**config.mk**
```make
export PLATFORM = sky130hd
export DESIGN_NAME = rbb_div
export DESIGN_NICKNAME = d
export VERILOG_FILES = /design/src/rtl/rbb_pkg.sv /design/src/rtl/rbb_div.sv
export SDC_FILE = /design/constraint.sdc
export NUM_CORES = 1
export LEC_CHECK = 0
export BUFFER_PORTS_ARGS = -buffer_cell sky130_fd_sc_hd__buf_2
export CAP_MARGIN = 15
export CORE_ASPECT_RATIO = 0.7
export CORE_MARGIN = 3
export CORE_UTILIZATION = 62
export CTS_BUF_LIST = sky130_fd_sc_hd__clkbuf_8
export CTS_CLUSTER_DIAMETER = 100
export DETAILED_ROUTE_END_ITERATION = 7
export HOLD_SLACK_MARGIN = 0.02
export PLACE_DENSITY = 0.94
export SLEW_MARGIN = 0
export SYNTH_ARGS = -nofsm -noshare
export SYNTH_HDL_FRONTEND = slang
export SYNTH_SLANG_ARGS = --single-unit
```
**constraint.sdc**
```tcl
create_clock -name clk -period 5.6 [get_ports clk]
set_clock_uncertainty 0.2 [all_clocks]
set_input_delay 0.84 -clock clk [delete_from_list [all_inputs] [get_ports clk]]
set_output_delay 0.84 -clock clk [all_outputs]
set_load 0.1 [all_outputs]
```
**src/rtl/rbb_pkg.sv**
```systemverilog
`timescale 1ns / 1ps
// ----------------------------------------------------------------------------
// rbb_pkg
// Shared types and codes for the rgb box blur filter.
// ----------------------------------------------------------------------------
package rbb_pkg;

  // one rgb pixel as held in the line store
  typedef struct packed {
    logic [7:0] red;
    logic [7:0] green;
    logic [7:0] blue;
  } pixel_t;

  // input word operation codes
  localparam logic OP_PIXEL = 1'b0;
  localparam logic OP_FLUSH = 1'b1;

  // configuration register indexes
  localparam logic [1:0] REG_WIDTH  = 2'd0;
  localparam logic [1:0] REG_HEIGHT = 2'd1;
  localparam logic [1:0] REG_RADIUS = 2'd2;

  localparam int CFG_DATA_W = 12;

endpackage

```
**src/rtl/rbb_div.sv**
```systemverilog
`timescale 1ns / 1ps
// ----------------------------------------------------------------------------
// rbb_div
// Rounded mean: (2*sum + count) / (2*count) for three channels side by
// side, restoring division one quotient bit per cycle.
// ----------------------------------------------------------------------------
module rbb_div #(
  parameter int SW = 13,
  parameter int CW = 5
) (
  input  logic                clk,
  input  logic                rst,
  input  logic                start,
  input  logic [2:0][SW-1:0]  sums,
  input  logic [CW-1:0]       count,
  output logic                busy,
  output rbb_pkg::pixel_t     result
);

  localparam int XW = SW + 10;

  logic [XW-1:0]       den;
  logic [2:0][XW-1:0]  rem;
  logic [2:0][7:0]     quo;
  logic [2:0]          step;
  logic [XW-1:0]       cand;

  assign cand = den << step;

  // one quotient bit per cycle, most significant first
  always_ff @(posedge clk) begin
    if (rst) begin
      busy <= 1'b0;
    end else if (start) begin
      busy <= 1'b1;
      step <= 3'd7;
      den  <= XW'({count, 1'b0});
      for (int c = 0; c < 3; c++) begin
        rem[c] <= XW'({sums[c], 1'b0}) + XW'(count);
        quo[c] <= '0;
      end
    end else if (busy) begin
      for (int c = 0; c < 3; c++) begin
        if (rem[c] >= cand) begin
          rem[c]       <= rem[c] - cand;
          quo[c][step] <= 1'b1;
        end
      end
      if (step == 3'd0) begin
        busy <= 1'b0;
      end else begin
        step <= step - 3'd1;
      end
    end
  end

  assign result.red   = quo[0];
  assign result.green = quo[1];
  assign result.blue  = quo[2];

endmodule

```
==> results of run 1 <==
[cells by family (layout without fill, tap and decap cells)]
logic type	after synthesis	after routing
buffers and inverters	53	115
DFF	102	102
AOI/OAI and AO/OA	223	223
and+or+nand+nor	295	295
muxes	12	12
xor gates and xnor gates	65	65
adders and majority gates	56	56
[sequential cells by signal, indices dropped and copies added (netlist names)]
register and cells:
step 3, den 5, result 24, busy 1
rem 69
[cells in the mapped netlist, types with 19 or more instances]
library cell and number:
edfxtp_1 101, nor2_1 98, a21oi_1 73, nand2_1 58, o21ai_0 55, ha_1 53
xnor2_1 35, xor2_1 30, clkbuf_1 25, inv_1 23, nand2b_1 21, nand3_1 19
[worst max-delay path: stages (launching register included)]
cell and delay, ns:
edfxtp_1 0.59, mux2_2 0.31, nor2_1 0.04, a21oi_1 0.21
nand2_1 0.20, ha_1 0.50, a21oi_1 0.09, o21ai_0 0.37
o21ai_0 0.27, nand3_1 0.31, nor2_1 0.12, a41oi_2 0.66
buf_4 0.41
[final cells by class]
cell class	instances	area share [%]
Inverter	23	1.04
Clock inverter	7	1.04
Clock buffer	9	1.49
Tap cell	157	2.36
Sequential cell	102	36.8
Multi-Input combinational cell	651	52.3
Timing Repair Buffer	76	5.00
[where the power goes]
group | total, mW | switching, mW | leakage [nW] | internal [mW]
Clock | 0.489 | 0.309 | 0.105 | 0.180
Combinational | 0.786 | 0.499 | 2.07 | 0.287
Sequential | 0.974 | 0.0449 | 0.981 | 0.929
Total | 2.25 | 0.853 | 3.15 | 1.40
[metrics by stage]
| step | hold WS, ns | worst slack [ns] | utilization (%) |
|---|---|---|---|
| floorplan | 0.370 | 0.764 | - |
| detailed placement | 0.358 | 1.10 | 68.3 |
| finish | 0.381 | 0.984 | 70.3 |
| global placement | 0.343 | 1.28 | 68.3 |
| CTS | 0.373 | 1.10 | 70.1 |
| global route | 0.387 | 0.729 | 70.3 |
[layer usage]
layer  vias to the layer above  global-route usage [%]  share of wire (%)
met5                         -                       0                  0
met4                         0                    8.96                2.0
met3                        36                    6.11                8.7
met2                       303                    43.6                 46
met1                      3057                    38.2                 44
li1                       3101                       -                  -
[path summary, 6_finish.rpt]
kind	from	endpoint	slack [ns]	cells past startpoint
worst max-delay path	step[1]$_SDFFCE_PP1P_	rem[25]$_DFFE_PP_	0.98	12
worst min register to register	busy$_SDFF_PP0_	busy$_SDFF_PP0_	0.38	2
worst max register to register	step[1]$_SDFFCE_PP1P_	rem[25]$_DFFE_PP_	0.98	12
worst min-delay path	busy$_SDFF_PP0_	busy$_SDFF_PP0_	0.38	2
==> results.toml, run 1 <==
[run_status]
status = "finished, final reports clean"

[detailed_routing]
drt_wl_total_um = 18900
vias = 6497
wire_per_inst_um = 18.5
viasPerCell = 6.34
route.detailed.drc = 0
drt_first_pass_iters = 6
drtIter0Drc = 610
final_antenna_net_count = 0

[logic_synthesis]
yosysUniqueCellTypes = 70
yosys.area_share.simple_pct = 19.6
synth_async_sr_flop_share_pct = 0
ys_top_cells_by_area = "edfxtp_1 40%, ha_1 8.8%, nor2_1 4.9%"
synth_area_mm2 = 0.00756
seq_area_frac_synth_pct = 40.4
synth.top_cell.area_share_pct = 40.1
synth_edf_count = 101
synth-compound-area-share_pct = 18.6
synth_top_family_by_area = "simple AND/OR/NAND/NOR gates"
synthXorXnorAreaFrac_pct = 7.53
synth_cells = 806
synthMuxAreaShare_pct = 1.67
yosysWarnings = 0
ys.flop_type = "edfxtp_1"
synth.net_count = 909
synth_top_cell_by_area = "edfxtp_1"
avgSynthCellArea_um2 = 9.38
synthAdderAreaFrac_pct = 9.56
synth_seq_cells = 102

[placement]
dpl.cell_count = 1008
dp_hpwl_um = 14200
dpl_cell_area_mm2 = 0.00807
gp_congestion = 1.00
portBuffers = 71

[layout]
area_growth_syn_to_layout_pct = 9.83
layout_commonest_cell = "edfxtp_1"
multi_input_area_mm2 = 0.00435
fillerInstances = 886
fin_cells = 1025
seqCellArea_mm2 = 0.00305
insertedDiodeCount = 0
layout-drive-gt1-share_pct = 14.2
final_nets = 966
fin_area_mm2 = 0.00831
mostFrequentLayoutCells = "101 x edfxtp_1, 98 x nor2_1, 73 x a21oi_1"

[floorplanning]
die_area_mm2 = 0.0136
fp.dieW_um = 138
io_pins = 72
row_count = 33
initial_core_util_pct = 64.0
fp.dieH_um = 98.4
fp.coreArea_mm2 = 0.0118

[sta]
setup_tns_ns = 0
tightest_slew_ns = 0.839
slew_headroom_pct = 44.1
finalSetupViolCount = 0
clock.fmax_mhz = 217
final_hold_viol_count = 0
final_max_slew_viol_count = 0
rsz0062_at_grt = "false"
period_share_pct = 82.4
period_minus_slack_ns = 4.62

[power_and_ir_drop]
p_leak_nw = 3.15
power.density_mw_per_mm2 = 271
power_mw = 2.25
ir_drop_uv = 141

[global_routing]
grt_pass1_wl_um = 30500
grt_usage_pct = 27.5
antenna_found_initial = 0
grt_max_degree = 66
first_global_vias = 6175
grt-ovfl-total = 0

[worst_setup_path]
worstSetupPathType = "reg -> reg"
end_kind = "register"
required_ns = 5.49
critPathMaxFanout = 17
cp.arrival_ns = 4.51
crit_path_start_kind = "register"

[clock_network]
cts-root-buf = "clkbuf_8"
hold_buffers = 0
insertion_delay_ns = 0.40
clockBufferDepth = 2
cts_made_buffers = 9
postCtsSetupBuffers = 0
htreeDepth = 3
cts_tree = "done"
clock_sinks = 102
cts_resized = 0
path_clk_slew_ns = 0.11

[worst_hold_path]
min_path_type = "reg -> reg"

[run]
maxCapViolCount = 0
Note: power is estimated with default switching activity, not from simulation.
==> inputs of run 2 (changes only) <==
==> constraint.sdc (replaced) <==
create_clock -name clk -period 4.3 [get_ports clk]
set_clock_uncertainty 0.2 [all_clocks]
set_input_delay 0.645 -clock clk [delete_from_list [all_inputs] [get_ports clk]]
set_output_delay 0.645 -clock clk [all_outputs]
set_load 0.1 [all_outputs]
==> results.toml, run 2 (synthesis results as in run 1) <==
[detailed_routing]
viasPerCell = 6.47
wire_per_inst_um = 19.1
drt_first_pass_iters = 5
final_antenna_net_count = 0
drt_wl_total_um = 19800
route.detailed.drc = 0
drtIter0Drc = 731
vias = 6712

[global_routing]
grt-ovfl-total = 0
grt_pass1_wl_um = 31500
first_global_vias = 6326
antenna_found_initial = 0
grt_usage_pct = 28.7
grt_max_degree = 46

[layout]
area_growth_syn_to_layout_pct = 11.2
layout-drive-gt1-share_pct = 15.7
final_nets = 979
insertedDiodeCount = 0
layout_commonest_cell = "edfxtp_1"
largest_reg_flops = 69
mostFrequentLayoutCells = "101 x edfxtp_1, 97 x nor2_1, 73 x a21oi_1"
fin_cells = 1038
largest_register = "rem"

[sta]
finalSetupViolCount = 0
period_share_pct = 96.2
clock.fmax_mhz = 242
final_hold_viol_count = 0
period_minus_slack_ns = 4.14
rsz0062_at_grt = "false"
setup_tns_ns = 0
final_max_slew_viol_count = 0
tightest_slew_ns = 0.764
slew_headroom_pct = 49.0

[clock_network]
path_clk_slew_ns = 0.11
cts_made_buffers = 9
htreeDepth = 3
clockBufferDepth = 2
cts-root-buf = "clkbuf_8"
cts_tree = "done"
clock_sinks = 102
insertion_delay_ns = 0.39

[worst_hold_path]
min_path_type = "in -> reg"

[power_and_ir_drop]
power.density_mw_per_mm2 = 357
p_leak_nw = 3.22
power_mw = 3.00
ir_drop_uv = 178

[floorplanning]
fp.dieH_um = 98.4
fp.dieW_um = 138
fp.coreArea_mm2 = 0.0118
initial_core_util_pct = 64.0
row_count = 33
io_pins = 72
die_area_mm2 = 0.0136

[worst_setup_path]
critical_path.cell_chain = "buf_4 > mux2i_1 > mux2i_1 > a21oi_1 > ha_1 > nand3_1 > or4_1 > nor4_1 > a41oi_1 > a31oi_4 > buf_4"
end_kind = "register"
worstSetupPathType = "reg -> reg"
critPathMaxFanout = 18
max_stage_delay_ns = 0.50
crit_slowest_cell = "a21oi_1"
path_delay_family = "compound AO/OA/AOI/OAI gates"
cp.arrival_ns = 4.01
rrSetupSlack_ns = 0.16
crit_path_start_kind = "register"
required_ns = 4.17
critPathBufInv = 2

[placement]
gp_congestion = 0.942
dpl.cell_count = 1019
portBuffers = 71
dp_hpwl_um = 14500

[run_status]
status = "finished, final reports clean"

[run]
maxCapViolCount = 0
==> run 2: area by class of cell <==
class | count | area [um^2]
Multi-Input combinational cell | 651 | 4350
Fill cell | 848 | 3400
Sequential cell | 102 | 3050
Timing Repair Buffer | 89 | 505
Tap cell | 157 | 196
Clock buffer | 11 | 151
Inverter | 23 | 86.3
Clock inverter | 5 | 63.8
==> run 2: worst register-to-register path, stage by stage, from the launching register on <==
cell,delay [ns]
edfxtp_1,0.49
buf_4,0.21
mux2i_1,0.24
mux2i_1,0.13
a21oi_1,0.50
ha_1,0.36
nand3_1,0.16
or4_1,0.46
nor4_1,0.26
a41oi_1,0.26
a31oi_4,0.23
buf_4,0.33
==> run 2: worst paths after layout <==
path / from / endpoint / depth (start not counted)
worst max-delay path: step[1]$_SDFFCE_PP1P_ / result[16]$_SDFFCE_PP0P_ / 11
worst min-delay path: count[0] / den[1]$_DFFE_PP_ / 1
worst max register to register: step[1]$_SDFFCE_PP1P_ / result[16]$_SDFFCE_PP0P_ / 11
worst min register to register: busy$_SDFF_PP0_ / busy$_SDFF_PP0_ / 2
==> run 2: routing by layer <==
layer  track usage, %  part of all wire [%]  up-vias
met4             8.88                   3.0        0
met5                0                     0        -
met3             7.90                   9.9       58
li1                 -                     -     3137
met2             45.9                    46      389
met1             38.5                    42     3128
==> run 2: metrics by stage <==
stage                     hold WS, ns  util, %  cell area, um^2  setup slack, ns
after CTS                       0.227     71.0             8380           0.0323
final                           0.235     71.2             8410            0.163
after global placement          0.328     69.1             8160            0.388
after floorplan                 0.370        -             7580            0.165
after global routing            0.228     71.2             8410           0.0129
after detailed placement        0.340     69.1             8160            0.132
==> run 2: power breakdown <==
group          switching, mW  leakage (nW)  internal, mW  total, mW
combinational          0.676          2.12         0.391       1.07
sequential            0.0521         0.981          1.21       1.26
clock                  0.361         0.112         0.309      0.670
==> run 2: timing repair <==
item	4_1_cts	5_1_grt
hold endpoints to repair	0	0
buffers inserted	0	3
hold buffers	0	0
endpoints found under the setup margin	0	47
gates resized for setup	0	2
==> inputs of run 3 (changes only) <==
--- a/config.mk
+++ b/config.mk
@@ -9,12 +9,12 @@
 export CAP_MARGIN = 15
 export CORE_ASPECT_RATIO = 0.7
 export CORE_MARGIN = 3
-export CORE_UTILIZATION = 62
+export CORE_UTILIZATION = 42
 export CTS_BUF_LIST = sky130_fd_sc_hd__clkbuf_8
 export CTS_CLUSTER_DIAMETER = 100
 export DETAILED_ROUTE_END_ITERATION = 7
 export HOLD_SLACK_MARGIN = 0.02
-export PLACE_DENSITY = 0.94
+export PLACE_DENSITY = 0.71
 export SLEW_MARGIN = 0
 export SYNTH_ARGS = -nofsm -noshare
 export SYNTH_HDL_FRONTEND = slang
==> results.toml, run 3 (synthesis results as in run 1) <==
[worst_setup_path]
required_ns = 4.25
max_stage_delay_ns = 0.49
critical_path.cell_chain = "buf_4 > nor2_1 > nand2_1 > or2_2 > inv_1 > ha_1 > o211ai_1 > a211oi_1 > o41ai_2 > nand2_1 > nor2_1 > a31oi_4 > buf_4"
r2r-end = "rem[66]$_SDFFCE_PP0P_"
critPathMaxFanout = 17
crit_slowest_cell = "edfxtp_1"
cp.arrival_ns = 3.95
worstSetupPathType = "reg -> reg"
reg2reg_depth = 13
rrSetupSlack_ns = 0.30
end_kind = "register"
r2r-start = "step[0]$_SDFFCE_PP1P_"
crit_path_start_kind = "register"

[power_and_ir_drop]
ir_drop_uv = 187
p_leak_nw = 3.21
power.density_mw_per_mm2 = 343
power_mw = 2.92

[clock_network]
clock_sinks = 102
cts_tree = "done"
insertion_delay_ns = 0.41
cts-root-buf = "clkbuf_8"
clockBufferDepth = 2
htreeDepth = 3
hold_buffers = 0
cts_made_buffers = 9
postCtsSetupBuffers = 0
path_clk_slew_ns = 0.12
cts_resized = 0

[global_routing]
grt_max_degree = 44
first_global_vias = 5947
antenna_found_initial = 0
grt_usage_pct = 19.6
grt-ovfl-total = 0
grt_pass1_wl_um = 31000

[layout]
largest_register = "rem"
final_nets = 980
insertedDiodeCount = 0
final_core_util_pct = 48.7
area_growth_syn_to_layout_pct = 12.2
layout_commonest_cell = "edfxtp_1"
mostFrequentLayoutCells = "101 x edfxtp_1, 98 x nor2_1, 73 x a21oi_1"
fin_area_mm2 = 0.00849
fillerInstances = 1651
layout-drive-gt1-share_pct = 15.4
largest_reg_flops = 69

[floorplanning]
fp.dieH_um = 118
initial_core_util_pct = 43.4
io_pins = 72
row_count = 40
fp.coreArea_mm2 = 0.0174
die_area_mm2 = 0.0197
fp.dieW_um = 166

[sta]
setup_tns_ns = 0
final_max_slew_viol_count = 0
clock.fmax_mhz = 250
tightest_slew_ns = 0.921
final_hold_viol_count = 0
finalSetupViolCount = 0
rsz0062_at_grt = "false"
period_minus_slack_ns = 4.00
holdWs_ns = 0.209
slew_headroom_pct = 38.5
period_share_pct = 93.0

[placement]
dp_hpwl_um = 14900
gp_congestion = 0.924
dpl_cell_area_mm2 = 0.00828
portBuffers = 71

[worst_hold_path]
hold_depth = 1
hold-path-endpoint = "den[1]$_DFFE_PP_"
min-delay-start = "count[0]"
min_path_type = "in -> reg"

[detailed_routing]
drt_wl_total_um = 19400
drtIter0Drc = 525
wire_per_inst_um = 17.4
viasPerCell = 5.77
final_antenna_net_count = 0
route.detailed.drc = 0
drt_first_pass_iters = 5
wl_met1_um = 9430
wl_met3_um = 1450
top_layer = "met4"
wl_met2_um = 8340
vias = 6421

[run]
maxCapViolCount = 0

[run_status]
status = "finished, final reports clean"
==> run 3: critical path: cells and delay by family, from the launching register on <==
kind / cells / cell delay [ns]
buf+inv: 3 / 0.60
fa+ha+maj: 1 / 0.27
flops: 1 / 0.49
compound gates: 4 / 1.03
simple gates: 5 / 1.13
==> run 3: per-stage QoR <==
stage | worst slack (ns) | cells
2_1_floorplan | 0.165 | 806
3_3_place_gp | 0.323 | 1095
3_5_place_dp | 0.227 | 1095
4_1_cts | 0.182 | 1111
5_1_grt | 0.0614 | 1113
6_report | 0.301 | 1113
==> run 3: final cells by class <==
type	count	area (um^2)	area share, %
inverters	23	86.3	1.02
well taps	231	289	3.41
flip-flops and latches	102	3050	36.0
multi-input cells	651	4360	51.3
repair buffers	90	513	6.04
clock buffers	9	124	1.46
clock inverters	7	66.3	0.781
==> run 3: worst max-delay path by stage <==
stage | from | end | slack (ns) | depth (start not counted)
2_1_floorplan | step[0]$_SDFFCE_PP1P_ | rem[10]$_DFFE_PP_ | 0.17 | 11
3_3_place_gp | step[1]$_SDFFCE_PP1P_ | rem[59]$_DFFE_PP_ | 0.32 | 13
3_5_place_dp | step[1]$_SDFFCE_PP1P_ | rem[59]$_DFFE_PP_ | 0.23 | 13
4_1_cts | step[1]$_SDFFCE_PP1P_ | rem[67]$_SDFFCE_PP0P_ | 0.18 | 13
5_1_grt | step[1]$_SDFFCE_PP1P_ | rem[41]$_SDFFCE_PP0P_ | 0.06 | 12
6_report | step[0]$_SDFFCE_PP1P_ | rem[66]$_SDFFCE_PP0P_ | 0.30 | 13
==> run 3: layer usage <==
layer	global-route usage [%]	up-vias
li1	-	3139
met1	28.6	3031
met2	29.7	233
met3	4.95	18
met4	3.61	0
met5	0	-
==> run 3: power by group <==
part | internal (mW) | switching [mW]
clock network | 0.224 | 0.395
logic | 0.389 | 0.643
registers | 1.21 | 0.0539
total | 1.82 | 1.09
